[src/frs_pkg.sv]
// Types and constants shared by the FAT32 file read sequencer modules.
`default_nettype none

package frs_pkg;

    localparam logic [9:0]  SECTOR_BYTES       = 10'd512;
    localparam logic [27:0] ENTRY_BAD          = 28'hFFFFFF7;
    localparam logic [27:0] ENTRY_EOC          = 28'hFFFFFF8;
    localparam int          FAT_SLOT_BITS      = 7;
    localparam logic [31:0] FIRST_DATA_CLUSTER = 32'd2;
    localparam logic [7:0]  MAX_CHUNK          = 8'd128;
    localparam logic [7:0]  CHUNK_RESET        = 8'd64;

    localparam logic [1:0] MODE_OPEN  = 2'd0;
    localparam logic [1:0] MODE_READ  = 2'd1;
    localparam logic [1:0] MODE_REPLY = 2'd2;

    localparam logic [1:0] REG_FAT_START  = 2'd0;
    localparam logic [1:0] REG_DATA_START = 2'd1;
    localparam logic [1:0] REG_CLUS_SHIFT = 2'd2;
    localparam logic [1:0] REG_CHUNK_SIZE = 2'd3;

    typedef enum logic [2:0] {
        ST_CHUNK      = 3'd0,
        ST_EOF        = 3'd1,
        ST_BAD        = 3'd2,
        ST_NEED_FAT   = 3'd3,
        ST_OPENED     = 3'd4,
        ST_UNEXPECTED = 3'd5
    } status_e_t;

    typedef struct packed {
        logic [31:0] fat_start_sector;
        logic [31:0] data_start_sector;
        logic [2:0]  cluster_shift;
        logic [7:0]  chunk_size;
    } cfg_t;

    typedef struct packed {
        logic [1:0]  mode;
        logic [27:0] start_cluster;
        logic [31:0] file_length;
        logic [31:0] fat_entry;
    } in_item_t;

    typedef struct packed {
        status_e_t   status;
        logic [31:0] data_lba;
        logic        load_data_lba;
        logic [31:0] fat_sector_addr;
        logic        load_fat_sector;
        logic [6:0]  fat_slot;
        logic [8:0]  buffer_offset;
        logic [7:0]  byte_count;
        logic [31:0] bytes_left;
    } result_t;

    typedef struct packed {
        logic [27:0] current_cluster;
        logic [31:0] current_sector;
        logic [9:0]  offset_in_sector;
        logic [7:0]  sector_in_cluster;
        logic [31:0] remaining_bytes;
        logic [31:0] cached_fat_sector;
        logic        awaiting_entry;
        logic        error_latched;
    } state_t;

endpackage

`default_nettype wire

[src/frs_cfg.sv]
// Configuration register file of the FAT32 file read sequencer.
`default_nettype none

module frs_cfg import frs_pkg::*; (
    input  wire logic        aclk,
    input  wire logic        aresetn,
    input  wire logic        cfg_valid,
    output logic             cfg_ready,
    input  wire logic [1:0]  cfg_index,
    input  wire logic [31:0] cfg_data,
    output cfg_t             cfg
);

    cfg_t cfg_reg, cfg_next;

    assign cfg_ready = 1'b1;
    assign cfg       = cfg_reg;

    always_comb begin
        cfg_next = cfg_reg;
        if (cfg_valid) begin
            case (cfg_index)
                REG_FAT_START:  cfg_next.fat_start_sector  = cfg_data;
                REG_DATA_START: cfg_next.data_start_sector = cfg_data;
                REG_CLUS_SHIFT: cfg_next.cluster_shift     = cfg_data[2:0];
                REG_CHUNK_SIZE: cfg_next.chunk_size        = cfg_data[7:0];
                default:        cfg_next = cfg_reg;
            endcase
        end
    end

    always_ff @(posedge aclk) begin
        if (!aresetn) begin
            cfg_reg.fat_start_sector  <= '0;
            cfg_reg.data_start_sector <= '0;
            cfg_reg.cluster_shift     <= '0;
            cfg_reg.chunk_size        <= CHUNK_RESET;
        end else begin
            cfg_reg <= cfg_next;
        end
    end

endmodule

`default_nettype wire

[src/frs_engine.sv]
// File position state and the combinational step logic of the read sequencer.
`default_nettype none

module frs_engine import frs_pkg::*; (
    input  wire logic aclk,
    input  wire logic aresetn,
    input  wire logic en,
    input  in_item_t  item,
    input  cfg_t      cfg,
    output result_t   res
);

    state_t      st_reg, st_next;
    logic [7:0]  lim;
    logic [27:0] entry;
    logic [27:0] base_cluster;
    logic [31:0] base_sector;
    logic [31:0] cur_fat_addr;
    logic        sector_end;
    logic [7:0]  sic_inc;
    logic        cluster_end;
    logic [9:0]  chunk_off;
    logic [9:0]  room;
    logic [7:0]  n_lim;
    logic [7:0]  n;
    logic        take;

    always_comb begin
        lim          = (cfg.chunk_size > MAX_CHUNK) ? MAX_CHUNK : cfg.chunk_size;
        entry        = item.fat_entry[27:0];
        base_cluster = (item.mode == MODE_OPEN) ? item.start_cluster : entry;
        base_sector  = (({4'd0, base_cluster} - FIRST_DATA_CLUSTER) << cfg.cluster_shift)
                       + cfg.data_start_sector;
        cur_fat_addr = cfg.fat_start_sector
                       + {11'd0, st_reg.current_cluster[27:FAT_SLOT_BITS]};
        sector_end   = st_reg.offset_in_sector >= SECTOR_BYTES;
        sic_inc      = st_reg.sector_in_cluster + 8'd1;
        cluster_end  = sector_end && (sic_inc == (8'd1 << cfg.cluster_shift));
        chunk_off    = (item.mode == MODE_READ && !sector_end) ? st_reg.offset_in_sector
                                                                 : 10'd0;
        room         = SECTOR_BYTES - chunk_off;
        n_lim        = (st_reg.remaining_bytes < {24'd0, lim})
                       ? st_reg.remaining_bytes[7:0] : lim;
        n            = ({2'd0, n_lim} > room) ? room[7:0] : n_lim;
    end

    always_comb begin
        st_next = st_reg;
        take    = 1'b0;
        res     = '0;
        res.status = ST_UNEXPECTED;
        case (item.mode)
            MODE_OPEN: begin
                st_next.current_cluster   = item.start_cluster;
                st_next.remaining_bytes   = item.file_length;
                st_next.offset_in_sector  = '0;
                st_next.sector_in_cluster = '0;
                st_next.current_sector    = base_sector;
                st_next.awaiting_entry    = 1'b0;
                st_next.error_latched     = 1'b0;
                res.status                = ST_OPENED;
                res.load_data_lba         = 1'b1;
            end
            MODE_READ: begin
                if (st_reg.error_latched) begin
                    res.status = ST_BAD;
                end else if (st_reg.awaiting_entry) begin
                    res.load_fat_sector       = cur_fat_addr != st_reg.cached_fat_sector;
                    st_next.cached_fat_sector = cur_fat_addr;
                    res.status                = ST_NEED_FAT;
                end else if (st_reg.remaining_bytes == 32'd0) begin
                    res.status = ST_EOF;
                end else if (cluster_end) begin
                    st_next.sector_in_cluster = sic_inc;
                    res.load_fat_sector       = cur_fat_addr != st_reg.cached_fat_sector;
                    st_next.cached_fat_sector = cur_fat_addr;
                    st_next.awaiting_entry    = 1'b1;
                    res.status                = ST_NEED_FAT;
                end else begin
                    if (sector_end) begin
                        st_next.sector_in_cluster = sic_inc;
                        st_next.current_sector    = st_reg.current_sector + 32'd1;
                        res.load_data_lba         = 1'b1;
                    end
                    take       = 1'b1;
                    res.status = ST_CHUNK;
                end
            end
            MODE_REPLY: begin
                if (st_reg.awaiting_entry) begin
                    st_next.awaiting_entry = 1'b0;
                    if (entry == ENTRY_BAD) begin
                        st_next.error_latched = 1'b1;
                        res.status            = ST_BAD;
                    end else if (entry >= ENTRY_EOC) begin
                        st_next.remaining_bytes = '0;
                        res.status              = ST_EOF;
                    end else begin
                        st_next.current_cluster   = entry;
                        st_next.current_sector    = base_sector;
                        st_next.sector_in_cluster = '0;
                        res.load_data_lba         = 1'b1;
                        take                      = 1'b1;
                        res.status                = ST_CHUNK;
                    end
                end
            end
            default: res.status = ST_UNEXPECTED;
        endcase
        if (take) begin
            st_next.remaining_bytes  = st_reg.remaining_bytes - {24'd0, n};
            st_next.offset_in_sector = chunk_off + {2'd0, n};
            res.buffer_offset        = chunk_off[8:0];
            res.byte_count           = n;
        end
        res.data_lba        = st_next.current_sector;
        res.fat_sector_addr = cfg.fat_start_sector
                              + {11'd0, st_next.current_cluster[27:FAT_SLOT_BITS]};
        res.fat_slot        = st_next.current_cluster[FAT_SLOT_BITS-1:0];
        res.bytes_left      = st_next.remaining_bytes;
    end

    always_ff @(posedge aclk) begin
        if (!aresetn) begin
            st_reg <= '0;
        end else if (en) begin
            st_reg <= st_next;
        end
    end

endmodule

`default_nettype wire

[src/fat32_file_read_sequencer.sv]
// Top level of the FAT32 file read sequencer with input and result registers.
`default_nettype none

// An accepted item is held in the input register and stepped from there, and
// its result is captured in the result register and presented from it; a new
// item is accepted in every cycle while the result side keeps taking results.
// The block holds the position in one open file: an open item sets the first
// cluster and the size, each read item returns the next chunk of the sector
// buffer, and at the end of a cluster it asks for a FAT entry, which the host
// returns with a reply item. Configuration writes are taken at any time but
// are meant to happen while the block holds no item.

module fat32_file_read_sequencer import frs_pkg::*; (
    input  wire logic         aclk,
    input  wire logic         aresetn,
    input  wire logic         s_tvalid,
    output logic              s_tready,
    // start_cluster[27:0], file_length[59:28], fat_entry[91:60], zero fill.
    input  wire logic [95:0]  s_tdata,
    // mode[1:0].
    input  wire logic [1:0]   s_tuser,
    output logic              m_tvalid,
    input  wire logic         m_tready,
    // data_lba[31:0], load_data_lba[32], fat_sector_addr[64:33],
    // load_fat_sector[65], fat_slot[72:66], buffer_offset[81:73],
    // byte_count[89:82], bytes_left[121:90], zero fill.
    output logic [127:0]      m_tdata,
    // status[2:0].
    output logic [2:0]        m_tuser,
    input  wire logic         cfg_valid,
    output logic              cfg_ready,
    input  wire logic [1:0]   cfg_index,
    input  wire logic [31:0]  cfg_data
);

    cfg_t     cfg;
    in_item_t in_reg, in_next;
    logic     in_valid_reg, in_valid_next;
    result_t  res;
    result_t  out_reg, out_next;
    logic     out_valid_reg, out_valid_next;
    logic     s_accept;
    logic     advance;

    frs_cfg u_cfg (
        .aclk      (aclk),
        .aresetn   (aresetn),
        .cfg_valid (cfg_valid),
        .cfg_ready (cfg_ready),
        .cfg_index (cfg_index),
        .cfg_data  (cfg_data),
        .cfg       (cfg)
    );

    frs_engine u_engine (
        .aclk    (aclk),
        .aresetn (aresetn),
        .en      (advance),
        .item    (in_reg),
        .cfg     (cfg),
        .res     (res)
    );

    assign advance  = in_valid_reg && (!out_valid_reg || m_tready);
    assign s_tready = !in_valid_reg || advance;
    assign s_accept = s_tvalid && s_tready;

    always_comb begin
        in_next.mode          = s_tuser;
        in_next.start_cluster = s_tdata[27:0];
        in_next.file_length   = s_tdata[59:28];
        in_next.fat_entry     = s_tdata[91:60];
        in_valid_next         = s_accept ? 1'b1 : (advance ? 1'b0 : in_valid_reg);
        out_next              = advance ? res : out_reg;
        out_valid_next        = advance ? 1'b1 : (m_tready ? 1'b0 : out_valid_reg);
    end

    always_ff @(posedge aclk) begin
        if (!aresetn) begin
            in_valid_reg  <= 1'b0;
            out_valid_reg <= 1'b0;
        end else begin
            in_valid_reg  <= in_valid_next;
            out_valid_reg <= out_valid_next;
        end
    end

    always_ff @(posedge aclk) begin
        if (s_accept) begin
            in_reg <= in_next;
        end
        out_reg <= out_next;
    end

    assign m_tvalid = out_valid_reg;
    assign m_tuser  = out_reg.status;
    assign m_tdata  = {6'd0,
                       out_reg.bytes_left,
                       out_reg.byte_count,
                       out_reg.buffer_offset,
                       out_reg.fat_slot,
                       out_reg.load_fat_sector,
                       out_reg.fat_sector_addr,
                       out_reg.load_data_lba,
                       out_reg.data_lba};

`ifndef ASSERT_OFF
    a_load_fat_only_on_request: assert property (@(posedge aclk) disable iff (!aresetn)
        (m_tvalid && out_reg.load_fat_sector) |-> (out_reg.status == ST_NEED_FAT))
        else $error("FAT sector load flagged without a FAT entry request");

    a_bytes_only_in_chunk: assert property (@(posedge aclk) disable iff (!aresetn)
        (m_tvalid && out_reg.byte_count != 8'd0) |->
            (out_reg.status == ST_CHUNK && out_reg.byte_count <= MAX_CHUNK))
        else $error("Byte count out of range or outside a chunk result");

    a_result_follows_item: assert property (@(posedge aclk) disable iff (!aresetn)
        advance |=> m_tvalid)
        else $error("Processed item did not produce a result");

    a_stall_holds_input: assert property (@(posedge aclk) disable iff (!aresetn)
        (in_valid_reg && !advance) |=> (in_valid_reg && $stable(in_reg)))
        else $error("Input register lost a stalled item");
`endif

endmodule

`default_nettype wire
[config.mk]
export PLATFORM = sky130hd
export DESIGN_NAME = fat32_file_read_sequencer
export DESIGN_NICKNAME = d
export VERILOG_FILES = /design/src/frs_pkg.sv /design/src/frs_cfg.sv /design/src/frs_engine.sv /design/src/fat32_file_read_sequencer.sv
export SDC_FILE = /design/constraint.sdc
export NUM_CORES = 1
export LEC_CHECK = 0
export BUFFER_PORTS_ARGS = -buffer_cell sky130_fd_sc_hd__buf_4
export CAP_MARGIN = 15
export CORE_UTILIZATION = 45
export CTS_BUF_LIST = sky130_fd_sc_hd__clkbuf_8
export DETAILED_ROUTE_END_ITERATION = 16
export HOLD_SLACK_MARGIN = 0.08
export PLACE_DENSITY_LB_ADDON = 0.2
export RECOVER_POWER = 100
export SLEW_MARGIN = 20
export SYNTH_ARGS = -nofsm -noshare
export SYNTH_HDL_FRONTEND = slang
export SYNTH_SLANG_ARGS = --single-unit
[constraint.sdc]
create_clock -name aclk -period 12.55 [get_ports aclk]
set_input_delay 1.255 -clock aclk [delete_from_list [all_inputs] [get_ports aclk]]
set_output_delay 1.255 -clock aclk [all_outputs]
set_load 0.05 [all_outputs]
==> flow_metrics.py, run 1 <==
metrics = {
    "placed_design": {
        "pre_cts_slack_ns": 4.182,
        "gp_congestion": 0.9479,
        "dp_hpwl_mm": 59.01,
        "numPortBuffers": 255,
        "dp_cells": 3815,
        "placement.cell_area_sq_um": 28700,
    },
    "final_layout": {
        "finish.instance_area_sq_um": 29700,
        "layout.cells.most_common_list": "355 x nand2_1, 255 x nor2_1, 237 x a21oi_1",
        "mostFrequentLayoutCell": "nand2_1",
        "nFillCells": 5539,
        "layoutNonFillerInstCount": 3961,
        "max_reg_flops": 144,
        "area_growth_syn_to_layout_pct": 13.05,
        "layout.nets": 3383,
        "regArea_sq_um": 10880,
        "layout-drive-gt1-share": 0.09270,
        "final_core_utilization": 0.5147,
        "total_area_of_multi_input_combinational_cells_sq_um": 14230,
    },
    "route": {
        "drc": 0,
        "drt-pass1-iter-count": 9,
        "postRouteWirelength_mm": 81.66,
        "routed_length_per_placed_instance_microns": 20.62,
        "detailed_route_via_count": 23450,
        "antenna_violating_nets_post_route": 0,
        "initialDrtViolationCount": 2176,
        "routed_via_density": 5.919,
    },
    "worst_setup_path": {
        "worst-setup-path-type": "reg -> reg",
        "r2r_cells": 26,
        "critical_path_required_ns": 12.93,
        "crit_arrival_ns": 10.10,
        "cp-end-kind": "flip-flop",
        "worstPathMaxFanout": 72,
        "worst_setup_path_start_kind": "flip-flop",
    },
    "power": {
        "cellInternalPower_mw": 2.580,
        "netSwitchingFraction": 0.3100,
        "post-layout-total-power_mw": 3.739,
        "total_switching_power_mw": 1.159,
        "max-vdd-ir-drop_v": 0.00008702,
        "p_seq_frac": 0.439,
        "power_dens_cells_nw_per_um2": 125.9,
        "combinationalPowerShare": 0.188,
        "total_leakage_power_nw": 11.68,
        "pwr-share-clk": 0.372,
    },
    "synthesis": {
        "syn-instance-count": 2935,
        "dominantRegCellSynth": "dfxtp_1",
        "synth_edf_count": 215,
        "yosys_warning_total": 0,
        "yosys_register_bits": 436,
        "synthesis.area_per_instance_sq_um": 8.951,
        "netlist-cell-type-count": 94,
        "postSynth.asyncResetShare": 0,
        "syn-cell-area_sq_um": 26270,
        "synth-seq-area-share": 0.4142,
    },
    "run_status": {
        "violations": "capacitance limit, slew limit",
        "outcome": "finished with violations",
    },
    "grt": {
        "grt_max_degree": 95,
        "met2_usage_in_global_routing": 0.4393,
        "grtUsageMet1": 0.3414,
        "grt_first_pass_wirelength_mm": 123.8,
        "grt.overflow.total": 0,
        "overall_global_routing_resource_usage": 0.2648,
        "busiest_layer": "met2",
        "first_global_vias": 22060,
        "number_of_antenna_violations_at_the_first_check_in_global_routing": 3,
        "grtUsageMet3": 0.04263,
    },
    "timing": {
        "slew_violations": 795,
        "layout_setup_ws_ns": 2.823,
        "timing_worst_slew_pin_value_ns": 4.097,
        "totalNegativeSetupSlack_ns": 0,
        "rsz0062_at_grt": "no",
        "fin_crit_sh": 0.7750,
        "final-hold-violation-count": 0,
        "fin_skew_ns": 0.03429,
        "setup-violations-final": 0,
        "maxSlewHeadroom": -1.732,
        "post-route-min-period_ns": 9.727,
        "holdWs_ns": 0.4619,
        "fmax_ghz": 0.1028,
    },
    "die": {
        "floorplan.rows": 88,
        "die-width_microns": 243.6,
        "total_core_area_sq_um": 57700,
        "number_of_i_o_pins": 271,
        "initial_core_util": 0.4553,
        "die_height_microns": 243.6,
        "dieArea_sq_um": 59350,
    },
    "clocking": {
        "ctsHtreeMaxLevel": 3,
        "cts_resized": 0,
        "cts_inserted_buffers": 76,
        "number_of_post_cts_setup_repair_buffers": 0,
        "holdBufCountCts": 0,
        "cts_root_buf": "clkbuf_8",
        "clock_pin_slew_on_the_worst_setup_and_hold_paths_ns": 0.06,
        "cts_sink_cnt": 436,
        "worstSkewPairLatency_ns": 0.68,
        "max-clock-path-buffers": 3,
        "cts_tree": "built",
    },
    "flow_run": {
        "timing.max_cap.violations": 13,
    },
    "worst_hold_path": {
        "min-delay-path-class": "reg -> reg",
        "hold-path-cell-count": 2,
    },
}
power by group through the flow:
| stage | logic [mW] | clock network [mW] | registers (mW) |
|---|---|---|---|
| floorplan | 0.423 | 0 | 1.73 |
| global placement | 0.709 | 0 | 1.67 |
| detailed placement | 0.717 | 0 | 1.67 |
| CTS | 0.721 | 1.42 | 1.64 |
| global route | 0.759 | 1.48 | 1.65 |
| finish | 0.704 | 1.39 | 1.64 |
routing by layer:
metal,vias to the layer above,part of all wire
met5,-,0
met4,0,0.040
met3,173,0.064
met2,903,0.47
met1,11180,0.43
li1,11190,-
worst paths after layout:
kind                                end                  startpoint  slack, ns
max               m_tdata[31]$_DFFE_PP_        in_reg[93]$_DFFE_PP_       2.82
min          u_cfg.cfg[29]$_SDFFE_PN0P_  u_cfg.cfg[29]$_SDFFE_PN0P_       0.46
max reg2reg       m_tdata[31]$_DFFE_PP_        in_reg[93]$_DFFE_PP_       2.82
min reg2reg  u_cfg.cfg[29]$_SDFFE_PN0P_  u_cfg.cfg[29]$_SDFFE_PN0P_       0.46
area by class of cell:
class,count,share of cell area
Tap cell,765,0.03223
Sequential cell,436,0.3664
Clock buffer,84,0.03893
Inverter,122,0.01550
Timing Repair Buffer,282,0.05220
Clock inverter,58,0.01521
Antenna cell,3,0.0002528
Multi-Input combinational cell,2211,0.4793
Yosys cell counts, types with 24 or more instances:
cell | n | share of area
nor2_1 | 254 | 0.036
nand3_1 | 73 | 0.014
o21a_1 | 34 | 0.0097
and2_1 | 24 | 0.0057
a31oi_1 | 35 | 0.0083
xnor2_1 | 93 | 0.031
xor2_1 | 52 | 0.017
a21o_1 | 43 | 0.012
nor4_1 | 29 | 0.0069
o21ai_0 | 147 | 0.028
nand2_1 | 355 | 0.051
dfxtp_1 | 221 | 0.17
ha_1 | 112 | 0.053
a21oi_1 | 237 | 0.045
nand2b_1 | 26 | 0.0062
clkbuf_1 | 132 | 0.019
nor3_1 | 70 | 0.013
o211ai_1 | 25 | 0.0071
a211oi_1 | 54 | 0.015
and3_1 | 31 | 0.0074
a222oi_1 | 28 | 0.011
nand4_1 | 34 | 0.0081
mux2i_1 | 94 | 0.036
inv_1 | 115 | 0.016
edfxtp_1 | 215 | 0.25
worst max-delay path: stages, from the launching register on:
cell and delay, ns:
edfxtp_1 0.43, inv_1 0.10, ha_1 0.26, clkbuf_1 2.62, mux2i_1 0.42, ha_1 0.30, inv_1 0.06, o32ai_1 0.68
nand2_1 0.26, nor3_1 0.28, xor2_1 0.17, nor2_1 0.05, a21oi_1 0.37, mux2_2 0.26, o21ai_0 0.10, mux2i_1 0.42
ha_1 0.40, a21o_1 0.20, a21oi_1 0.13, o221ai_1 0.15, a21o_1 0.19, a31oi_1 0.21, o21ai_0 0.15, or4_1 0.44
and3_1 0.19, mux2i_1 0.31, a41oi_1 0.24
logic make-up (layout without fill, tap and decap cells):
| family | Yosys count | after routing | synth area share |
|---|---|---|---|
| simple gates | 1005 | 1005 | 0.1799 |
| compound gates | 817 | 817 | 0.2069 |
| flops | 436 | 436 | 0.4142 |
| buf+inv | 293 | 546 | 0.04406 |
| xor+xnor | 149 | 149 | 0.05182 |
| fa+ha+maj | 117 | 117 | 0.05715 |
| mux | 116 | 116 | 0.04568 |
| other cells | 2 | 10 | 0.0002859 |
No activity file was read; power rests on OpenSTA's default activity.
==> inputs of run 2 (changes only) <==
==> constraint.sdc (replaced) <==
create_clock -name aclk -period 8.5 [get_ports aclk]
set_input_delay 0.85 -clock aclk [delete_from_list [all_inputs] [get_ports aclk]]
set_output_delay 0.85 -clock aclk [all_outputs]
set_load 0.05 [all_outputs]
==> run 2 against run 1 <==
The run still ends with capacitance limit, slew limit left; maximum frequency grew 19%; global-route usage is 0.063 points higher; hold slack worse by 0.079 ns; cell count hardly changed; critical path depth shrank 6; non-clock buffer count up 1; largest power group unchanged; total power up 48%; critical endpoint is now m_tdata[63]$_DFFE_PP_; core utilization increased by 0.18 points; cell area rose by 0.36%.
==> flow_metrics.py, run 2 (synthesis results as in run 1) <==
metrics = {
    "run_status": {
        "outcome": "finished with violations",
        "violations": "capacitance limit, slew limit",
    },
    "grt": {
        "first_global_vias": 22350,
        "overall_global_routing_resource_usage": 0.2654,
        "grt.overflow.total": 0,
        "grt_max_degree": 156,
        "grt_first_pass_wirelength_mm": 124.7,
        "number_of_antenna_violations_at_the_first_check_in_global_routing": 2,
    },
    "die": {
        "initial_core_util": 0.4553,
        "number_of_i_o_pins": 271,
        "die-width_microns": 243.6,
        "dieArea_sq_um": 59350,
        "die_height_microns": 243.6,
        "floorplan.rows": 88,
        "total_core_area_sq_um": 57700,
    },
    "worst_setup_path": {
        "path_buf_inv": 4,
        "critPathSlowestCell": "clkbuf_1",
        "worstPathMaxFanout": 32,
        "regToRegSetupSlack_ns": 0.31,
        "worst_setup_path_start_kind": "flip-flop",
        "crit-reg2reg-capture": "m_tdata[63]$_DFFE_PP_",
        "r2r_start": "in_reg[23]$_DFFE_PP_",
        "r2r_cells": 20,
        "worst_path_cell_trace": "nand4_1 -> nor4_1 -> a31oi_2 -> clkbuf_1 -> a21oi_2 -> clkbuf_1 -> a222oi_1 -> inv_1 -> ha_1 -> a21o_1 -> a21oi_1 -> o21bai_1 -> a21oi_1 -> o21bai_1 -> buf_4 -> a2111oi_0 -> o31ai_1 -> a21oi_1 -> nor3_1 -> xor2_1",
        "path_common_cell": "a21oi_1",
        "critical-path-top-delay-family": "compound AO/OA/AOI/OAI gates",
        "crit_arrival_ns": 8.59,
        "critical_path_required_ns": 8.90,
        "cp-end-kind": "flip-flop",
        "worst-setup-path-type": "reg -> reg",
        "crit_path_max_incr_delay_ns": 1.33,
    },
    "route": {
        "detailed_route_via_count": 23580,
        "antenna_violating_nets_post_route": 0,
        "routed_length_per_placed_instance_microns": 20.56,
        "postRouteWirelength_mm": 81.47,
        "routed_via_density": 5.950,
        "drc": 0,
        "drt-pass1-iter-count": 6,
        "initialDrtViolationCount": 2116,
    },
    "clocking": {
        "cts_root_buf": "clkbuf_8",
        "holdBufCountCts": 0,
        "cts_inserted_buffers": 78,
        "max-clock-path-buffers": 3,
        "cts_sink_cnt": 436,
        "cts_tree": "built",
        "cts_resized": 0,
        "worstSkewPairLatency_ns": 0.68,
        "clock_pin_slew_on_the_worst_setup_and_hold_paths_ns": 0.06,
        "ctsHtreeMaxLevel": 3,
        "number_of_post_cts_setup_repair_buffers": 0,
    },
    "power": {
        "total_leakage_power_nw": 11.74,
        "max-vdd-ir-drop_v": 0.0001158,
        "cellInternalPower_mw": 3.840,
        "combinationalPowerShare": 0.188,
        "netSwitchingFraction": 0.3080,
        "pwr-share-clk": 0.375,
        "p_seq_frac": 0.437,
        "power_dens_cells_nw_per_um2": 186.2,
        "total_switching_power_mw": 1.709,
    },
    "placed_design": {
        "pre_cts_slack_ns": 0.8173,
        "gp_congestion": 0.9358,
        "dp_hpwl_mm": 58.81,
        "numPortBuffers": 255,
    },
    "timing": {
        "final-hold-violation-count": 0,
        "fmax_ghz": 0.1221,
        "post-route-min-period_ns": 8.190,
        "fin_skew_ns": 0.04285,
        "setup-violations-final": 0,
        "timing_worst_slew_pin_value_ns": 5.465,
        "rsz0062_at_grt": "no",
        "maxSlewHeadroom": -2.643,
        "totalNegativeSetupSlack_ns": 0,
        "layout_setup_ws_ns": 0.3097,
        "slew_violations": 723,
        "fin_crit_sh": 0.9636,
    },
    "final_layout": {
        "total_area_of_multi_input_combinational_cells_sq_um": 14270,
        "layout.cells.most_common_list": "355 x nand2_1, 255 x nor2_1, 236 x a21oi_1",
        "max_reg_flops": 144,
        "layout.nets": 3386,
        "mostFrequentLayoutCell": "nand2_1",
        "regArea_sq_um": 10880,
        "nFillCells": 5483,
        "final_core_utilization": 0.5166,
        "layout-drive-gt1-share": 0.09981,
        "area_growth_syn_to_layout_pct": 13.45,
    },
    "worst_hold_path": {
        "holdPathEnd": "in_reg[25]$_DFFE_PP_",
        "min-delay-path-class": "in -> reg",
        "hold_path.startpoint": "s_tdata[85]",
        "hold-path-cell-count": 1,
    },
    "flow_run": {
        "timing.max_cap.violations": 13,
    },
}
[run 2: cell count changes in the layout (fill, tap and decap cells not counted), moves of 3 or more]
cell / previous run / this run
buf_4: 47 / 56
clkbuf_1: 151 / 141
clkbuf_8: 84 / 87
clkinv_1: 18 / 11
clkinv_2: 8 / 12
clkinvlp_4: 2 / 7
inv_8: 3 / 0
[run 2: cell type report]
| class | instances | share of cell area |
|---|---|---|
| Clock buffer | 87 | 0.04018 |
| Sequential cell | 436 | 0.3651 |
| Timing Repair Buffer | 283 | 0.05336 |
| Clock inverter | 57 | 0.01490 |
| Inverter | 122 | 0.01541 |
| Antenna cell | 2 | 0.0001679 |
| Tap cell | 765 | 0.03212 |
| Multi-Input combinational cell | 2211 | 0.4788 |
[run 2: how the worst max path moves through the flow]
stage | cells past startpoint | end | startpoint | slack, ns
after floorplan | 29 | m_tdata[112]$_DFFE_PP_ | u_engine.st_reg[51]$_SDFFE_PN0P_ | 1.09
after global placement | 28 | m_tdata[112]$_DFFE_PP_ | u_engine.st_reg[51]$_SDFFE_PN0P_ | 0.91
after detailed placement | 28 | m_tdata[112]$_DFFE_PP_ | u_engine.st_reg[51]$_SDFFE_PN0P_ | 0.82
after CTS | 28 | m_tdata[112]$_DFFE_PP_ | u_engine.st_reg[51]$_SDFFE_PN0P_ | 0.77
after global routing | 28 | u_engine.st_reg[57]$_SDFFE_PN0P_ | u_engine.st_reg[51]$_SDFFE_PN0P_ | 0.14
final | 20 | m_tdata[63]$_DFFE_PP_ | in_reg[23]$_DFFE_PP_ | 0.31
[run 2: power by group through the flow]
stage | clock network, mW | registers [mW] | logic, mW
2_1_floorplan | 0 | 2.55 | 0.625
3_3_place_gp | 0 | 2.46 | 1.05
3_5_place_dp | 0 | 2.46 | 1.06
4_1_cts | 2.12 | 2.42 | 1.07
5_1_grt | 2.21 | 2.44 | 1.13
6_report | 2.08 | 2.43 | 1.04
[run 2: per-layer routing]
| layer | GRT usage | routed length, microns |
|---|---|---|
| met2 | 0.4434 | 38900 |
| met4 | 0.1118 | 3257 |
| met1 | 0.3403 | 34230 |
| met5 | 0 | 0 |
| met3 | 0.04164 | 5079 |
[run 2: stage by stage]
stage | total power [mW] | hold WS (ns) | std cells | area (sq um)
6_report | 5.549 | 0.3828 | 3963 | 29800
5_1_grt | 5.777 | 0.3538 | 3963 | 29800
4_1_cts | 5.611 | 0.3186 | 3961 | 30360
3_5_place_dp | 3.524 | 0.4525 | 3817 | 28720
3_3_place_gp | 3.505 | 0.4501 | 3817 | 28720
2_1_floorplan | 3.179 | 0.4318 | 2940 | 26290
